### config.mk
export PLATFORM = sky130hd
export DESIGN_NAME = audio_block_level_meter
export DESIGN_NICKNAME = d
export VERILOG_FILES = /design/src/hdl/abl_pkg.sv /design/src/hdl/abl_divider.sv /design/src/hdl/abl_datapath.sv /design/src/hdl/abl_control.sv /design/src/hdl/audio_block_level_meter.sv
export SDC_FILE = /design/constraint.sdc
export NUM_CORES = 1
export LEC_CHECK = 0
export ABC_AREA = 1
export BUFFER_PORTS_ARGS = -buffer_cell sky130_fd_sc_hd__buf_4
export CAP_MARGIN = 20
export CELL_PAD_IN_SITES_DETAIL_PLACEMENT = 0
export CELL_PAD_IN_SITES_GLOBAL_PLACEMENT = 1
export CORE_MARGIN = 1
export CORE_UTILIZATION = 50
export DETAILED_ROUTE_END_ITERATION = 6
export PLACE_DENSITY = 0.85
export SYNTH_ARGS = -nofsm -noshare
export SYNTH_HDL_FRONTEND = slang
export SYNTH_SLANG_ARGS = --single-unit
### constraint.sdc
create_clock -name clock -period 9.37 [get_ports clock]
set_input_delay 1.874 -clock clock [delete_from_list [all_inputs] [get_ports clock]]
set_output_delay 1.874 -clock clock [all_outputs]
set_load 0.01 [all_outputs]
### src/hdl/abl_pkg.sv
`default_nettype none
// ----------------------------------------------------------------------------
// abl_pkg: shared types and constants of the audio block level meter
// Widths, register indexes, reset values and the controller/datapath
// command and status records.
// ----------------------------------------------------------------------------
package abl_pkg;

   localparam int BLOCK_SAMPLES_DEF = 128;
   localparam int SAMPLE_W          = 16;
   localparam int MAG_MAX           = 32768;
   localparam int LEVEL_W           = 7;
   localparam int FS_W              = 16;
   localparam int DIVR_W            = 7;
   localparam int DEN_W             = 16;
   localparam int PCT_NUM_W         = 23;
   localparam int CSR_INDEX_W       = 8;
   localparam int CSR_DATA_W        = 16;

   localparam logic [LEVEL_W-1:0] LEVEL_CAP = 7'd100;
   localparam logic [LEVEL_W-1:0] PCT_SCALE = 7'd100;

   localparam logic [FS_W-1:0]   AVG_FS_RESET   = 16'd1000;
   localparam logic [FS_W-1:0]   PEAK_FS_RESET  = 16'd4000;
   localparam logic [DIVR_W-1:0] RISE_DIV_RESET = 7'd4;
   localparam logic [DIVR_W-1:0] FALL_DIV_RESET = 7'd8;

   localparam logic [CSR_INDEX_W-1:0] CSR_AVG_FS   = 8'd0;
   localparam logic [CSR_INDEX_W-1:0] CSR_PEAK_FS  = 8'd1;
   localparam logic [CSR_INDEX_W-1:0] CSR_RISE_DIV = 8'd2;
   localparam logic [CSR_INDEX_W-1:0] CSR_FALL_DIV = 8'd3;

   typedef enum logic [1:0] {
      DIV_MEAN,
      DIV_AVG,
      DIV_PEAK,
      DIV_STEP
   } div_sel_type;

   typedef enum logic [3:0] {
      ST_IDLE,
      ST_MEAN_GO,
      ST_MEAN_WAIT,
      ST_AVG_GO,
      ST_AVG_WAIT,
      ST_PEAK_GO,
      ST_PEAK_WAIT,
      ST_STEP_GO,
      ST_STEP_WAIT,
      ST_FINISH
   } state_type;

   typedef struct packed {
      logic        sample_take;
      logic        div_start;
      logic        div_load;
      div_sel_type div_sel;
      logic        finish;
   } cmd_type;

   typedef struct packed {
      logic div_done;
      logic out_busy;
   } status_type;

endpackage
`default_nettype wire

### src/hdl/abl_divider.sv
`default_nettype none
// ----------------------------------------------------------------------------
// abl_divider: restoring unsigned divider
// One quotient bit per cycle; done pulses for one cycle with the quotient.
// ----------------------------------------------------------------------------
module abl_divider #(
   parameter int NUM_W = abl_pkg::PCT_NUM_W,
   parameter int DEN_W = abl_pkg::DEN_W
) (
   input  wire logic             clock,
   input  wire logic             reset,
   input  wire logic             start,
   input  wire logic [NUM_W-1:0] num,
   input  wire logic [DEN_W-1:0] den,
   output logic      [NUM_W-1:0] quot,
   output logic                  done
);

   localparam int CNT_W = $clog2(NUM_W + 1);

   logic [NUM_W-1:0] num_ff, num_in;
   logic [DEN_W-1:0] rem_ff, rem_in;
   logic [DEN_W-1:0] den_ff, den_in;
   logic [CNT_W-1:0] cnt_ff, cnt_in;
   logic             busy_ff, busy_in;
   logic             done_ff, done_in;

   logic [DEN_W:0]   trial;
   logic [DEN_W:0]   diff;

   always_comb begin
      trial   = {rem_ff, num_ff[NUM_W-1]};
      diff    = trial - {1'b0, den_ff};
      num_in  = num_ff;
      rem_in  = rem_ff;
      den_in  = den_ff;
      cnt_in  = cnt_ff;
      busy_in = busy_ff;
      done_in = 1'b0;
      if (start) begin
         num_in  = num;
         rem_in  = '0;
         den_in  = den;
         cnt_in  = CNT_W'(NUM_W);
         busy_in = 1'b1;
      end else if (busy_ff) begin
         // subtract when no borrow, else keep the shifted remainder
         if (!diff[DEN_W]) begin
            rem_in = diff[DEN_W-1:0];
            num_in = {num_ff[NUM_W-2:0], 1'b1};
         end else begin
            rem_in = trial[DEN_W-1:0];
            num_in = {num_ff[NUM_W-2:0], 1'b0};
         end
         cnt_in = cnt_ff - CNT_W'(1);
         if (cnt_ff == CNT_W'(1)) begin
            busy_in = 1'b0;
            done_in = 1'b1;
         end
      end
   end

   always_ff @(posedge clock) begin
      num_ff <= num_in;
      rem_ff <= rem_in;
      den_ff <= den_in;
      if (reset) begin
         cnt_ff  <= '0;
         busy_ff <= 1'b0;
         done_ff <= 1'b0;
      end else begin
         cnt_ff  <= cnt_in;
         busy_ff <= busy_in;
         done_ff <= done_in;
      end
   end

   assign quot = num_ff;
   assign done = done_ff;

`ifndef SYNTHESIS
   a_rem_below_den: assert property (@(posedge clock) disable iff (reset)
      done_ff |-> (rem_ff < den_ff))
      else $error("divider remainder not below divisor");
`endif

endmodule
`default_nettype wire

### src/hdl/abl_datapath.sv
`default_nettype none
// ----------------------------------------------------------------------------
// abl_datapath: accumulators, config registers, scaling and level update
// Runs the shared divider on the operand set the controller selects.
// ----------------------------------------------------------------------------
module abl_datapath #(
   parameter int BLOCK_SAMPLES = abl_pkg::BLOCK_SAMPLES_DEF
) (
   input  wire logic                                  clock,
   input  wire logic                                  reset,
   input  wire abl_pkg::cmd_type                      cmd,
   output abl_pkg::status_type                        status,
   input  wire logic signed [abl_pkg::SAMPLE_W-1:0]   req_sample,
   output logic                                       rsp_valid,
   input  wire logic                                  rsp_ready,
   output logic             [abl_pkg::LEVEL_W-1:0]    rsp_level,
   output logic             [abl_pkg::SAMPLE_W-1:0]   rsp_block_peak,
   input  wire logic                                  csr_valid,
   output logic                                       csr_ready,
   input  wire logic        [abl_pkg::CSR_INDEX_W-1:0] csr_index,
   input  wire logic        [abl_pkg::CSR_DATA_W-1:0] csr_data
);

   localparam int CNT_W = $clog2(BLOCK_SAMPLES + 1);
   localparam int SUM_W = $clog2(BLOCK_SAMPLES * abl_pkg::MAG_MAX + 1);
   localparam int NUM_W = (SUM_W > abl_pkg::PCT_NUM_W) ? SUM_W : abl_pkg::PCT_NUM_W;
   localparam int SW    = abl_pkg::SAMPLE_W;
   localparam int LW    = abl_pkg::LEVEL_W;
   localparam int DW    = abl_pkg::DEN_W;

   // config registers
   logic [abl_pkg::FS_W-1:0]   avg_fs_ff, avg_fs_in;
   logic [abl_pkg::FS_W-1:0]   peak_fs_ff, peak_fs_in;
   logic [abl_pkg::DIVR_W-1:0] rise_div_ff, rise_div_in;
   logic [abl_pkg::DIVR_W-1:0] fall_div_ff, fall_div_in;

   // block state
   logic [SUM_W-1:0] sum_ff, sum_in;
   logic [SW-1:0]    peak_ff, peak_in;
   logic [CNT_W-1:0] cnt_ff, cnt_in;
   logic [LW-1:0]    level_ff, level_in;

   // per-block results
   logic [SW-1:0]    mean_ff, mean_in;
   logic [LW-1:0]    avg_pct_ff, avg_pct_in;
   logic [LW-1:0]    peak_pct_ff, peak_pct_in;
   logic [LW-1:0]    step_ff, step_in;

   // output register
   logic             rsp_valid_ff, rsp_valid_in;
   logic [LW-1:0]    rsp_level_ff, rsp_level_in;
   logic [SW-1:0]    rsp_peak_ff, rsp_peak_in;

   logic [SW-1:0]                  mag;
   logic                           has_room;
   logic [SW-1:0]                  mul_op;
   logic [abl_pkg::PCT_NUM_W-1:0]  prod;
   logic [LW-1:0]                  target;
   logic                           rising;
   logic [LW-1:0]                  diff;
   logic [abl_pkg::DIVR_W-1:0]     divisor;
   logic [LW-1:0]                  step_eff;
   logic [LW-1:0]                  level_next;
   logic [LW-1:0]                  pct_cap;
   logic [NUM_W-1:0]               div_num;
   logic [DW-1:0]                  div_den;
   logic [NUM_W-1:0]               div_quot;
   logic                           div_done;

   abl_divider #(
      .NUM_W (NUM_W),
      .DEN_W (DW)
   ) u_divider (
      .clock (clock),
      .reset (reset),
      .start (cmd.div_start),
      .num   (div_num),
      .den   (div_den),
      .quot  (div_quot),
      .done  (div_done)
   );

   always_comb begin
      mag      = req_sample[SW-1] ? SW'(-req_sample) : SW'(req_sample);
      has_room = cnt_ff < CNT_W'(BLOCK_SAMPLES);

      mul_op = (cmd.div_sel == abl_pkg::DIV_PEAK) ? peak_ff : mean_ff;
      prod   = abl_pkg::PCT_NUM_W'(mul_op) * abl_pkg::PCT_NUM_W'(abl_pkg::PCT_SCALE);

      target  = (avg_pct_ff > peak_pct_ff) ? avg_pct_ff : peak_pct_ff;
      rising  = target > level_ff;
      diff    = rising ? (target - level_ff) : (level_ff - target);
      divisor = rising ? rise_div_ff : fall_div_ff;
      if (divisor == '0) begin
         divisor = abl_pkg::DIVR_W'(1);
      end

      step_eff = (step_ff == '0) ? LW'(1) : step_ff;
      if (rising) begin
         level_next = level_ff + step_eff;
      end else if (target < level_ff) begin
         level_next = level_ff - step_eff;
      end else begin
         level_next = level_ff;
      end

      pct_cap = (div_quot > NUM_W'(abl_pkg::LEVEL_CAP)) ? abl_pkg::LEVEL_CAP : div_quot[LW-1:0];

      case (cmd.div_sel)
         abl_pkg::DIV_MEAN: begin
            div_num = NUM_W'(sum_ff);
            div_den = DW'(cnt_ff);
         end
         abl_pkg::DIV_AVG: begin
            div_num = NUM_W'(prod);
            div_den = (avg_fs_ff == '0) ? DW'(1) : DW'(avg_fs_ff);
         end
         abl_pkg::DIV_PEAK: begin
            div_num = NUM_W'(prod);
            div_den = (peak_fs_ff == '0) ? DW'(1) : DW'(peak_fs_ff);
         end
         default: begin
            div_num = NUM_W'(diff);
            div_den = DW'(divisor);
         end
      endcase
   end

   always_comb begin
      avg_fs_in   = avg_fs_ff;
      peak_fs_in  = peak_fs_ff;
      rise_div_in = rise_div_ff;
      fall_div_in = fall_div_ff;
      if (csr_valid) begin
         case (csr_index)
            abl_pkg::CSR_AVG_FS:   avg_fs_in   = csr_data[abl_pkg::FS_W-1:0];
            abl_pkg::CSR_PEAK_FS:  peak_fs_in  = csr_data[abl_pkg::FS_W-1:0];
            abl_pkg::CSR_RISE_DIV: rise_div_in = csr_data[abl_pkg::DIVR_W-1:0];
            abl_pkg::CSR_FALL_DIV: fall_div_in = csr_data[abl_pkg::DIVR_W-1:0];
            default: ;
         endcase
      end

      sum_in       = sum_ff;
      peak_in      = peak_ff;
      cnt_in       = cnt_ff;
      level_in     = level_ff;
      mean_in      = mean_ff;
      avg_pct_in   = avg_pct_ff;
      peak_pct_in  = peak_pct_ff;
      step_in      = step_ff;
      rsp_level_in = rsp_level_ff;
      rsp_peak_in  = rsp_peak_ff;
      rsp_valid_in = rsp_valid_ff & ~rsp_ready;

      // samples past capacity are dropped
      if (cmd.sample_take && has_room) begin
         sum_in = sum_ff + SUM_W'(mag);
         cnt_in = cnt_ff + CNT_W'(1);
         if (mag > peak_ff) begin
            peak_in = mag;
         end
      end

      if (cmd.div_load && div_done) begin
         case (cmd.div_sel)
            abl_pkg::DIV_MEAN: mean_in     = div_quot[SW-1:0];
            abl_pkg::DIV_AVG:  avg_pct_in  = pct_cap;
            abl_pkg::DIV_PEAK: peak_pct_in = pct_cap;
            default:           step_in     = div_quot[LW-1:0];
         endcase
      end

      if (cmd.finish) begin
         level_in     = level_next;
         rsp_level_in = level_next;
         rsp_peak_in  = peak_ff;
         rsp_valid_in = 1'b1;
         sum_in       = '0;
         peak_in      = '0;
         cnt_in       = '0;
      end
   end

   always_ff @(posedge clock) begin
      mean_ff      <= mean_in;
      avg_pct_ff   <= avg_pct_in;
      peak_pct_ff  <= peak_pct_in;
      step_ff      <= step_in;
      rsp_level_ff <= rsp_level_in;
      rsp_peak_ff  <= rsp_peak_in;
      if (reset) begin
         avg_fs_ff    <= abl_pkg::AVG_FS_RESET;
         peak_fs_ff   <= abl_pkg::PEAK_FS_RESET;
         rise_div_ff  <= abl_pkg::RISE_DIV_RESET;
         fall_div_ff  <= abl_pkg::FALL_DIV_RESET;
         sum_ff       <= '0;
         peak_ff      <= '0;
         cnt_ff       <= '0;
         level_ff     <= '0;
         rsp_valid_ff <= 1'b0;
      end else begin
         avg_fs_ff    <= avg_fs_in;
         peak_fs_ff   <= peak_fs_in;
         rise_div_ff  <= rise_div_in;
         fall_div_ff  <= fall_div_in;
         sum_ff       <= sum_in;
         peak_ff      <= peak_in;
         cnt_ff       <= cnt_in;
         level_ff     <= level_in;
         rsp_valid_ff <= rsp_valid_in;
      end
   end

   assign status.div_done = div_done;
   assign status.out_busy = rsp_valid_ff & ~rsp_ready;
   assign rsp_valid       = rsp_valid_ff;
   assign rsp_level       = rsp_level_ff;
   assign rsp_block_peak  = rsp_peak_ff;
   assign csr_ready       = 1'b1;

`ifndef SYNTHESIS
   a_count_in_range: assert property (@(posedge clock) disable iff (reset)
      cnt_ff <= CNT_W'(BLOCK_SAMPLES))
      else $error("sample count beyond block capacity");

   a_level_capped: assert property (@(posedge clock) disable iff (reset)
      level_ff <= abl_pkg::LEVEL_CAP)
      else $error("kept level above cap");
`endif

endmodule
`default_nettype wire

### src/hdl/abl_control.sv
`default_nettype none
// ----------------------------------------------------------------------------
// abl_control: block sequencer
// Accepts samples while idle; at a block end runs the four divisions in turn
// and hands the result to the output register.
// ----------------------------------------------------------------------------
module abl_control (
   input  wire logic                clock,
   input  wire logic                reset,
   input  wire logic                req_valid,
   output logic                     req_ready,
   input  wire logic                req_block_end,
   input  wire abl_pkg::status_type status,
   output abl_pkg::cmd_type         cmd
);

   abl_pkg::state_type state_ff, state_in;

   always_ff @(posedge clock) begin
      if (reset) begin
         state_ff <= abl_pkg::ST_IDLE;
      end else begin
         state_ff <= state_in;
      end
   end

   always_comb begin
      state_in        = state_ff;
      req_ready       = 1'b0;
      cmd.sample_take = 1'b0;
      cmd.div_start   = 1'b0;
      cmd.div_load    = 1'b0;
      cmd.div_sel     = abl_pkg::DIV_MEAN;
      cmd.finish      = 1'b0;
      case (state_ff)
         abl_pkg::ST_IDLE: begin
            req_ready       = 1'b1;
            cmd.sample_take = req_valid;
            if (req_valid && req_block_end) begin
               state_in = abl_pkg::ST_MEAN_GO;
            end
         end
         abl_pkg::ST_MEAN_GO: begin
            cmd.div_start = 1'b1;
            state_in      = abl_pkg::ST_MEAN_WAIT;
         end
         abl_pkg::ST_MEAN_WAIT: begin
            cmd.div_load = 1'b1;
            if (status.div_done) begin
               state_in = abl_pkg::ST_AVG_GO;
            end
         end
         abl_pkg::ST_AVG_GO: begin
            cmd.div_sel   = abl_pkg::DIV_AVG;
            cmd.div_start = 1'b1;
            state_in      = abl_pkg::ST_AVG_WAIT;
         end
         abl_pkg::ST_AVG_WAIT: begin
            cmd.div_sel  = abl_pkg::DIV_AVG;
            cmd.div_load = 1'b1;
            if (status.div_done) begin
               state_in = abl_pkg::ST_PEAK_GO;
            end
         end
         abl_pkg::ST_PEAK_GO: begin
            cmd.div_sel   = abl_pkg::DIV_PEAK;
            cmd.div_start = 1'b1;
            state_in      = abl_pkg::ST_PEAK_WAIT;
         end
         abl_pkg::ST_PEAK_WAIT: begin
            cmd.div_sel  = abl_pkg::DIV_PEAK;
            cmd.div_load = 1'b1;
            if (status.div_done) begin
               state_in = abl_pkg::ST_STEP_GO;
            end
         end
         abl_pkg::ST_STEP_GO: begin
            cmd.div_sel   = abl_pkg::DIV_STEP;
            cmd.div_start = 1'b1;
            state_in      = abl_pkg::ST_STEP_WAIT;
         end
         abl_pkg::ST_STEP_WAIT: begin
            cmd.div_sel  = abl_pkg::DIV_STEP;
            cmd.div_load = 1'b1;
            if (status.div_done) begin
               state_in = abl_pkg::ST_FINISH;
            end
         end
         abl_pkg::ST_FINISH: begin
            // hold until the output register is free
            if (!status.out_busy) begin
               cmd.finish = 1'b1;
               state_in   = abl_pkg::ST_IDLE;
            end
         end
         default: begin
            state_in = abl_pkg::ST_IDLE;
         end
      endcase
   end

`ifndef SYNTHESIS
   a_done_while_waiting: assert property (@(posedge clock) disable iff (reset)
      status.div_done |-> (state_ff == abl_pkg::ST_MEAN_WAIT ||
                           state_ff == abl_pkg::ST_AVG_WAIT ||
                           state_ff == abl_pkg::ST_PEAK_WAIT ||
                           state_ff == abl_pkg::ST_STEP_WAIT))
      else $error("division finished outside a wait state");
`endif

endmodule
`default_nettype wire

### src/hdl/audio_block_level_meter.sv
`default_nettype none
// ----------------------------------------------------------------------------
// audio_block_level_meter: block level meter with rise/fall smoothing
// Sums absolute sample values and tracks the peak per block, then scales the
// mean and the peak to percent and moves a kept level toward the larger one.
// ----------------------------------------------------------------------------
// Usage:
//   req_*  : one signed 16-bit sample per request; req_block_end marks the
//            last sample of a block. Samples past BLOCK_SAMPLES in a block
//            are dropped, but the block end still closes the block.
//   rsp_*  : one result per block end: the smoothed level (0..100 percent)
//            and the block's peak absolute value.
//   csr_*  : register writes (0 mean full scale, 1 peak full scale,
//            2 rise divisor, 3 fall divisor); always ready, other indexes
//            are dropped. Write only while the block is idle.
//   Requests that do not end a block are taken back to back while idle.
//   A block end runs four divisions back to back on one shared restoring
//   divider of NUM_W bits (23 at the default capacity) before the result is
//   loaded; req_ready stays low meanwhile. The result then sits in the
//   output register.
//   Stall: while a result waits for rsp_ready, new samples are still taken;
//   the next block end holds its result until the register frees up.
//   Reset: clears the accumulators, the level and the output valid, and
//   loads the register defaults (1000, 4000, 4, 8).
// ----------------------------------------------------------------------------
module audio_block_level_meter #(
   parameter int BLOCK_SAMPLES = abl_pkg::BLOCK_SAMPLES_DEF
) (
   input  wire logic                                   clock,
   input  wire logic                                   reset,
   input  wire logic                                   req_valid,
   output logic                                        req_ready,
   input  wire logic signed [abl_pkg::SAMPLE_W-1:0]    req_sample,
   input  wire logic                                   req_block_end,
   output logic                                        rsp_valid,
   input  wire logic                                   rsp_ready,
   output logic             [abl_pkg::LEVEL_W-1:0]     rsp_level,
   output logic             [abl_pkg::SAMPLE_W-1:0]    rsp_block_peak,
   input  wire logic                                   csr_valid,
   output logic                                        csr_ready,
   input  wire logic        [abl_pkg::CSR_INDEX_W-1:0] csr_index,
   input  wire logic        [abl_pkg::CSR_DATA_W-1:0]  csr_data
);

   abl_pkg::cmd_type    cmd;
   abl_pkg::status_type status;

   // sequencer: request handshake and division order
   abl_control u_control (
      .clock         (clock),
      .reset         (reset),
      .req_valid     (req_valid),
      .req_ready     (req_ready),
      .req_block_end (req_block_end),
      .status        (status),
      .cmd           (cmd)
   );

   // accumulators, registers, divider and output register
   abl_datapath #(
      .BLOCK_SAMPLES (BLOCK_SAMPLES)
   ) u_datapath (
      .clock          (clock),
      .reset          (reset),
      .cmd            (cmd),
      .status         (status),
      .req_sample     (req_sample),
      .rsp_valid      (rsp_valid),
      .rsp_ready      (rsp_ready),
      .rsp_level      (rsp_level),
      .rsp_block_peak (rsp_block_peak),
      .csr_valid      (csr_valid),
      .csr_ready      (csr_ready),
      .csr_index      (csr_index),
      .csr_data       (csr_data)
   );

endmodule
`default_nettype wire

==> flow_summary.toml, run 1 <==
[clock_tree]
path_clk_slew_ns = 0.06
cts-resized-gates = 0
cts_tree = "yes"
clk_latency_ns = 0.54
post_cts_buffers = 0
cts_inserted_buffers = 27
cts_root_buffer = "clkbuf_16"
cts_buffer_depth = 3
htree_levels = 1
postCtsHoldBufs = 0
clock_sink_count = 227

[synthesis]
syn-cell-area_sq_um = 15200
synth_warnings = 0
synth_seq_cells = 227
syn_inst = 2060
synth_edf_count = 99
synth_nets = 2264
synth-seq-area-share_pct = 36.5
postSynthAreaPerCell_sq_um = 7.36
synth_cell_types = 53
async_flop_share_pct = 0
ys.flop_type = "dfxtp_1"

[run]
cap_violations = 0

[sta]
post-route-period-util_pct = 59.5
rsz0062_at_grt = "false"
setup_viol = 0
worst_pin_slew_ns = 0.942
period_needed_ns = 5.58
setup_slack_ns = 3.79
skew_ns = 0.0150
slew_violations = 0
fin_hold_ws_ns = 0.435
max-slew-margin-rel_pct = 37.1
hold_viol = 0
fin_tns_setup_ns = 0
fmax_ghz = 0.179

[global_route]
grt_pass1_vias = 12300
grt_usage_pct = 26.3
grt_overflow_total = 0
grt_pass1_wl_um = 64700
grt_max_degree = 52
antenna_found_initial = 0

[cells_and_area]
fillers = 2857
final_area_sq_um = 16900
num-nets-final = 2313
area_growth_pct = 11.5
drive_gt1_share_pct = 7.04
final_cell_mix = "504 x nand2_1, 291 x inv_1, 207 x nor2_1"
final_common_cell = "nand2_1"
diodes = 0
final_cell_count_no_fill = 2520

[critical_path]
cp-end-kind = "flip-flop"
critical_path.cell_chain = "nor2_1, inv_1, o21ai_0, nor2_1, inv_1, ha_1, buf_4, inv_1, o21ai_0, ha_1, ha_1, inv_1, fa_1, inv_1, ha_1, a21oi_1, o21ai_0, a21oi_1, nand3b_1, nand3_1, nand2_1, nand2_1, nand2_1"
path_class = "flip-flop to flip-flop"
path_max_fanout = 25
startpoint_type = "flip-flop"
startpoint = "u_control.state_ff[3]"
worstPathRequired_ns = 9.66
crit_top_cell = "inv_1"
reg2regPathDepth = 23
cp_slowest_cell = "ha_1"
reg2reg_from = "u_control.state_ff[3]"
slowest_delay_ns = 0.56
worstSetupEndpoint = "u_datapath.u_divider.quot[19]"
r2r_end = "u_datapath.u_divider.quot[19]"
cp.arrival_ns = 5.86
r2r_slack_ns = 3.79

[floorplan]
dieHeight_um = 176
rows = 63
start_util_pct = 51.1
dieWidth_um = 176
core_area_sq_um = 29700
io-pin-count = 72
die-area_sq_um = 31000

[routing]
first_pass_iters = 5
wire_per_inst_um = 16.0
dr_total_vias = 13300
drtAntennaViolNets = 0
drt-initial-drc-count = 923
wl_um = 40400
vias_per_cell = 5.27
drc = 0

[placed_design]
dp.final_hpwl_um = 31300
port_buffers = 70
pre_cts_ws_ns = 3.84
placed_cells = 2469
routabilityCongestion = 0.937
place_area_sq_um = 16000

[power]
ir_worst_vdd_mv = 0.136
pwr_density_cell_nw_per_um2 = 291
p_leak_nw = 8.07

[worst_hold_path]
min_path_type = "flip-flop to flip-flop"

[run_status]
outcome = "completed"
metrics by stage:
step | utilization, % | power, mW
after global routing | 56.9 | 5.35
after detailed placement | 53.8 | 3.84
after CTS | 56.8 | 4.93
after global placement | 53.8 | 3.82
final | 56.9 | 4.93
after floorplan | - | 3.23
synth_stat cells, types with 2 or more instances:
cell      count  share of area (%)
nand3b_1     20               0.99
nand4_1      12               0.49
or2_2         8               0.33
o21ai_1       9               0.30
fa_1         16                2.1
nor2_2        3               0.12
nand3_2       2               0.13
a21o_1        6               0.30
clkbuf_1     41                1.0
clkbuf_2      2              0.066
a21oi_1     157                5.2
inv_1       291                7.2
buf_1         2              0.050
nand2_1     504                 12
edfxtp_1     99                 20
o21ai_0     148                4.9
nor4_1       15               0.62
o22ai_1       5               0.21
buf_2         9               0.30
buf_6         3               0.22
o211ai_1     20               0.99
xor2_1       24                1.4
a22o_1        3               0.17
buf_4         3               0.15
clkinv_1      2              0.050
ha_1        142                 12
dfxtp_1     128                 17
xnor2_1      11               0.64
o21a_1        6               0.30
o21bai_1      3               0.15
nand3_1     110                3.6
and2_1        3               0.12
a22oi_1       4               0.20
nor2_4        2               0.15
nor2_1      207                5.1
nor3_1        8               0.26
a31oi_1       7               0.29
a221oi_1      5               0.29
inv_2         5               0.12
nand2_2       2              0.082
power by group:
group	internal, mW	total, mW	switching (mW)
clock	0.645	1.07	0.429
sequential	1.30	1.46	0.163
combinational	0.836	2.39	1.56
layout make-up:
class,count,area (sq um),share of cell area [%]
Inverter,299,1120,6.64
Clock inverter,10,116,0.688
Sequential cell,227,5540,32.7
Tap cell,390,488,2.88
Multi-Input combinational cell,1474,8240,48.7
Timing Repair Buffer,80,621,3.67
Clock buffer,40,796,4.70
cell families after synthesis:
family / count (synthesis) / share of synthesized area [%]
and+or+nand+nor: 901 / 24.8
buffers and inverters: 359 / 9.20
other: 1 / 0.0247
AOI/OAI and AO/OA: 379 / 13.6
adders and majority gates: 158 / 13.8
DFF: 227 / 36.5
xor gates and xnor gates: 35 / 2.02
flip-flops by register name, summed over array words and instances (netlist names), 16 cells and up:
register,count
u_datapath.u_divider.quot,23
u_datapath.peak_fs_ff,16
u_datapath.u_divider.rem_ff,16
u_datapath.u_divider.den_ff,16
u_datapath.sum_ff,23
u_datapath.rsp_block_peak,16
u_datapath.mean_ff,16
u_datapath.avg_fs_ff,16
u_datapath.peak_ff,16
worst max-delay path, delay by kind of cell (launching register included):
kind / cells / cell delay, ns
AOI/OAI and AO/OA: 5 / 1.31
adders and majority gates: 5 / 2.00
buffers and inverters: 6 / 0.95
DFF: 1 / 0.39
and+or+nand+nor: 7 / 0.67
metal layers:
metal  up-vias  wire (um)  GRT usage, %
li1       6860          -             -
met3        46       2390          3.60
met1      6058      20200          39.3
met4         0        606          5.36
met2       324      17200          40.2
met5         -          0             0
how the worst min path moves through the flow:
stage	start	endpoint	slack, ns	cells past startpoint
4_1_cts	u_datapath.peak_ff[14]	u_datapath.rsp_block_peak[14]	0.43	0
2_1_floorplan	u_datapath.peak_ff[14]	u_datapath.rsp_block_peak[14]	0.41	0
3_3_place_gp	u_datapath.peak_ff[14]	u_datapath.rsp_block_peak[14]	0.42	0
6_report	u_datapath.peak_ff[14]	u_datapath.rsp_block_peak[14]	0.43	0
5_1_grt	u_datapath.peak_ff[14]	u_datapath.rsp_block_peak[14]	0.46	0
3_5_place_dp	u_datapath.peak_ff[14]	u_datapath.rsp_block_peak[14]	0.42	0
No activity file was read; power rests on OpenSTA's default activity.
==> inputs of run 2 (changes only) <==
--- a/config.mk
+++ b/config.mk
@@ -5,15 +5,15 @@
 export SDC_FILE = /design/constraint.sdc
 export NUM_CORES = 1
 export LEC_CHECK = 0
-export ABC_AREA = 1
+export ABC_AREA = 0
 export BUFFER_PORTS_ARGS = -buffer_cell sky130_fd_sc_hd__buf_4
 export CAP_MARGIN = 20
 export CELL_PAD_IN_SITES_DETAIL_PLACEMENT = 0
 export CELL_PAD_IN_SITES_GLOBAL_PLACEMENT = 1
 export CORE_MARGIN = 1
-export CORE_UTILIZATION = 50
+export CORE_UTILIZATION = 49
 export DETAILED_ROUTE_END_ITERATION = 6
-export PLACE_DENSITY = 0.85
+export PLACE_DENSITY = 0.79
 export SYNTH_ARGS = -nofsm -noshare
 export SYNTH_HDL_FRONTEND = slang
 export SYNTH_SLANG_ARGS = --single-unit
==> constraint.sdc (replaced) <==
create_clock -name clock -period 5.3 [get_ports clock]
set_input_delay 1.06 -clock clock [delete_from_list [all_inputs] [get_ports clock]]
set_output_delay 1.06 -clock clock [all_outputs]
set_load 0.01 [all_outputs]
==> flow_summary.toml, run 2 <==
[sta]
hold_viol = 0
rsz0062_at_grt = "false"
setup_slack_ns = 0.388
setup_viol = 0
fmax_ghz = 0.204
post-route-period-util_pct = 92.7
slew_violations = 0
skew_ns = 0.0242
worst_pin_slew_ns = 1.03
fin_hold_ws_ns = 0.482
max-slew-margin-rel_pct = 31.0
period_needed_ns = 4.91
fin_tns_setup_ns = 0

[critical_path]
reg2reg_from = "u_control.state_ff[1]"
r2r_slack_ns = 0.39
critical_path.cell_chain = "nor2_1, nand3b_1, o21a_1, inv_1, ha_2, mux2_2, ha_1, ha_1, ha_1, xor2_1, ha_1, nor2b_1, o21ai_0, a21boi_1, or2_2, a31o_2, a311oi_1, xor2_1, o21ai_0"
cp_slowest_cell = "mux2_2"
crit_top_cell = "ha_1"
startpoint = "u_control.state_ff[1]"
cp-end-kind = "flip-flop"
slowest_delay_ns = 0.38
path_max_fanout = 10
path_class = "flip-flop to flip-flop"
cp.depth = 19
r2r_end = "u_datapath.u_divider.quot[18]"
worstPathRequired_ns = 5.56
startpoint_type = "flip-flop"
cp.arrival_ns = 5.17
path_buf_inv = 1
reg2regPathDepth = 19
cp_top_family = "adder cells"
worstSetupEndpoint = "u_datapath.u_divider.quot[18]"

[cells_and_area]
final_common_cell = "inv_1"
final_area_sq_um = 16600
area_growth_pct = 11.9
final_cell_mix = "148 x inv_1, 141 x ha_1, 126 x dfxtp_1"
num-nets-final = 1822
final_cell_count_no_fill = 2027
drive_gt1_share_pct = 12.2
diodes = 0
final_core_util_pct = 55.8

[synthesis]
synth_area_leaders = "edfxtp_1 20%, dfxtp_1 17%, ha_1 12%"
synth_top_area_share_pct = 20.1
synth_edf_count = 99
synth_nets = 1771
yosysTopAreaCell = "edfxtp_1"
async_flop_share_pct = 0
syn-cell-area_sq_um = 14800
postSynthAreaPerCell_sq_um = 9.46
synthTopCellsByCount = "148 x inv_1, 142 x ha_1, 128 x dfxtp_1"
synth_warnings = 0
synth-seq-area-share_pct = 37.3
synth_most_common_cell = "inv_1"
synth_seq_cells = 227
ys.flop_type = "dfxtp_1"
synth_cell_types = 93
syn_inst = 1567

[routing]
drt-initial-drc-count = 687
vias_per_cell = 5.69
wl_um = 36400
drtAntennaViolNets = 0
drc = 0
first_pass_iters = 5
dr_total_vias = 11500
wire_per_inst_um = 18.0

[floorplan]
core_area_sq_um = 29700
start_util_pct = 49.9
dieHeight_um = 176
dieWidth_um = 176
die-area_sq_um = 31000
io-pin-count = 72
rows = 63

[power]
p_leak_nw = 7.14
ir_worst_vdd_mv = 0.225
pwr_density_cell_nw_per_um2 = 311
p_total_mw = 5.15

[global_route]
grt_max_degree = 69
grt_overflow_total = 0
grt_pass1_vias = 11200
grt_pass1_wl_um = 59000
antenna_found_initial = 0
grt_usage_pct = 23.8

[placed_design]
routabilityCongestion = 0.883
dp.final_hpwl_um = 26700
port_buffers = 70
pre_cts_ws_ns = 0.267
place_area_sq_um = 15700
placed_cells = 1977

[worst_hold_path]
min_path_type = "flip-flop to flip-flop"

[clock_tree]
cts_tree = "yes"
clk_latency_ns = 0.54
cts_inserted_buffers = 26
cts_buffer_depth = 3
cts_root_buffer = "clkbuf_16"
postCtsHoldBufs = 0
htree_levels = 1
cts-resized-gates = 0
path_clk_slew_ns = 0.06
clock_sink_count = 227
post_cts_buffers = 0

[run]
cap_violations = 0

[run_status]
outcome = "completed"
run 2: cell count changes in the layout (fill, tap and decap cells not counted), moves of 24 or more:
cell and change:
nand3_1 -77, a22oi_1 +24, o21ai_0 -81, xnor2_1 +34, a21o_1 +33, nand2_1 -390
a21oi_1 -65, nor2_1 -93, mux2_2 +29, inv_1 -143, mux2i_1 +57
run 2: worst register-to-register path: stages, from the launching register on:
cell	delay, ns
dfxtp_2	0.36
nor2_1	0.13
nand3b_1	0.11
o21a_1	0.15
inv_1	0.11
ha_2	0.33
mux2_2	0.38
ha_1	0.30
ha_1	0.30
ha_1	0.32
xor2_1	0.17
ha_1	0.33
nor2b_1	0.14
o21ai_0	0.21
a21boi_1	0.15
or2_2	0.30
a31o_2	0.26
a311oi_1	0.32
xor2_1	0.18
o21ai_0	0.08
run 2: logic make-up after synthesis:
| kind of cell | Yosys count | share of synthesized area, % |
|---|---|---|
| simple gates | 412 | 13.9 |
| compound gates | 391 | 17.9 |
| flops | 227 | 37.3 |
| buf+inv | 215 | 5.97 |
| fa+ha+maj | 158 | 14.1 |
| mux | 89 | 6.32 |
| xor+xnor | 74 | 4.37 |
| other cells | 1 | 0.0253 |
run 2: where the power goes:
part	internal [mW]	switching (mW)
sequential	1.95	0.119
clock	1.10	0.728
combinational	0.557	0.706
total	3.60	1.55
run 2: how the worst min path moves through the flow:
stage | startpoint | to | slack, ns | cells after the start
2_1_floorplan | u_datapath.peak_ff[12] | u_datapath.rsp_block_peak[12] | 0.43 | 0
3_3_place_gp | u_datapath.fall_div_ff[3] | u_datapath.fall_div_ff[3] | 0.47 | 1
3_5_place_dp | u_datapath.u_divider.rem_ff[12] | u_datapath.u_divider.rem_ff[12] | 0.48 | 2
4_1_cts | u_datapath.u_divider.rem_ff[12] | u_datapath.u_divider.rem_ff[12] | 0.49 | 2
5_1_grt | u_datapath.sum_ff[3] | u_datapath.sum_ff[3] | 0.50 | 2
6_report | u_datapath.u_divider.rem_ff[12] | u_datapath.u_divider.rem_ff[12] | 0.48 | 2
run 2: cell type report:
cell class              instances  area [sq um]
well taps                     390           488
multi-input cells            1125          8430
inverters                     149           559
clock buffers                  33           718
fillers                      2707         13100
flip-flops and latches        227          5540
repair buffers                 89           707
clock inverters                14           140
run 2: metal layers:
layer | vias up | global-route usage [%] | routed length [um]
met3 | 62 | 2.52 | 1350
met4 | 0 | 6.81 | 865
li1 | 5720 | - | -
met5 | - | 0 | 0
met2 | 233 | 39.5 | 16700
met1 | 5509 | 32.8 | 17500
==> inputs of run 3 (changes only) <==
--- a/config.mk
+++ b/config.mk
@@ -8,7 +8,7 @@
 export ABC_AREA = 0
 export BUFFER_PORTS_ARGS = -buffer_cell sky130_fd_sc_hd__buf_4
 export CAP_MARGIN = 20
-export CELL_PAD_IN_SITES_DETAIL_PLACEMENT = 0
+export CELL_PAD_IN_SITES_DETAIL_PLACEMENT = 1
 export CELL_PAD_IN_SITES_GLOBAL_PLACEMENT = 1
 export CORE_MARGIN = 1
 export CORE_UTILIZATION = 49
==> flow_summary.toml, run 3 (same netlist as run 2, synthesis figures left out) <==
[run_status]
outcome = "completed"

[global_route]
grt_max_degree = 69
grt_overflow_total = 0
grt_usage_pct = 27.3
grt_pass1_wl_um = 67400
antenna_found_initial = 0
grt_pass1_vias = 12600

[sta]
rsz0062_at_grt = "false"
setup_viol = 0
skew_ns = 0.0112
period_needed_ns = 4.96
fin_tns_setup_ns = 0
post-route-period-util_pct = 93.6
slew_violations = 0
worst_pin_slew_ns = 1.00
fmax_ghz = 0.201
max-slew-margin-rel_pct = 33.2
hold_viol = 0
fin_hold_ws_ns = 0.491
setup_slack_ns = 0.337

[floorplan]
rows = 63
dieHeight_um = 176
start_util_pct = 49.9
io-pin-count = 72
dieWidth_um = 176
die-area_sq_um = 31000
core_area_sq_um = 29700

[cells_and_area]
area_growth_pct = 12.5
final_common_cell = "inv_1"
fillers = 3337
drive_gt1_share_pct = 12.5
final_cell_count_no_fill = 2030
num-nets-final = 1823
final_cell_mix = "148 x inv_1, 141 x ha_1, 126 x dfxtp_1"
diodes = 0
final_core_util_pct = 56.1
final_area_sq_um = 16700

[placed_design]
pre_cts_ws_ns = 0.0330
place_area_sq_um = 15700
port_buffers = 70
placed_cells = 1977
dp.final_hpwl_um = 31000
routabilityCongestion = 0.883

[clock_tree]
htree_levels = 1
cts_inserted_buffers = 27
path_clk_slew_ns = 0.07
post_cts_buffers = 0
clock_sink_count = 227
cts_buffer_depth = 3
cts_tree = "yes"
cts_root_buffer = "clkbuf_16"
clk_latency_ns = 0.54

[worst_hold_path]
min_path_type = "flip-flop to flip-flop"
hp-start = "u_datapath.u_divider.rem_ff[11]"

[routing]
wire_per_inst_um = 20.8
wl_um = 42300
vias_per_cell = 5.87
first_pass_iters = 5
dr_total_vias = 11900
drc = 0
drtAntennaViolNets = 0
drt-initial-drc-count = 587

[power]
p_leak_nw = 7.16
ir_worst_vdd_mv = 0.211
pwr_density_cell_nw_per_um2 = 321
p_total_mw = 5.35

[critical_path]
startpoint_type = "flip-flop"
path_class = "flip-flop to flip-flop"
worstPathRequired_ns = 5.57
path_max_fanout = 10
cp-end-kind = "flip-flop"
reg2reg_from = "u_control.state_ff[1]"
startpoint = "u_control.state_ff[1]"
r2r_slack_ns = 0.34
cp.arrival_ns = 5.23

[run]
cap_violations = 0
-- run 3: changes by cell type in the layout (fill, tap and decap cells not counted), moves of 2 or more --
cell	before	now
bufinv_16	3	5
clkinv_1	5	3
clkinv_2	7	5
clkinvlp_4	0	6
-- run 3: per-layer routing --
layer,wire (um),up-vias,track usage (%)
li1,-,5712,-
met1,18500,5866,35.0
met2,20900,265,47.9
met3,1750,75,3.12
met4,1140,0,8.66
met5,0,-,0
-- run 3: repair_timing --
| item | 4_1_cts | 5_1_grt |
|---|---|---|
| setup endpoints to repair | 0 | 6 |
| hold buffers | 0 | 0 |
| gates resized for setup | 0 | 5 |
-- run 3: where the power goes --
part,switching [mW],internal [mW]
Combinational,0.747,0.561
Sequential,0.123,1.95
Clock,0.782,1.19
-- run 3: final timing paths --
check | to | cells past startpoint
min | u_datapath.u_divider.rem_ff[11] | 2
max reg2reg | u_datapath.u_divider.quot[18] | 18
max | u_datapath.u_divider.quot[18] | 18
min reg2reg | u_datapath.u_divider.rem_ff[11] | 2
-- run 3: area by class of cell --
cell class                 count  area, sq um  share of cell area [%]
clock buffer                  31          701                    4.20
clock inverter                19          236                    1.42
inverter                     149          559                    3.35
multi-input combinational   1125         8440                    50.6
sequential                   227         5540                    33.2
tap                          390          488                    2.93
timing repair buffer          89          719                    4.31
-- run 3: critical path, stage by stage, from the launching register on --
cell,delay (ns)
dfxtp_2,0.43
nor2_1,0.08
a21boi_0,0.21
o21a_1,0.24
ha_4,0.24
mux2_2,0.38
ha_1,0.29
ha_1,0.30
ha_1,0.32
xor2_1,0.17
ha_1,0.33
nor2b_1,0.15
o21ai_0,0.22
a21boi_1,0.15
or2_2,0.30
a31o_2,0.27
a311oi_1,0.36
xor2_1,0.18
o21ai_0,0.09
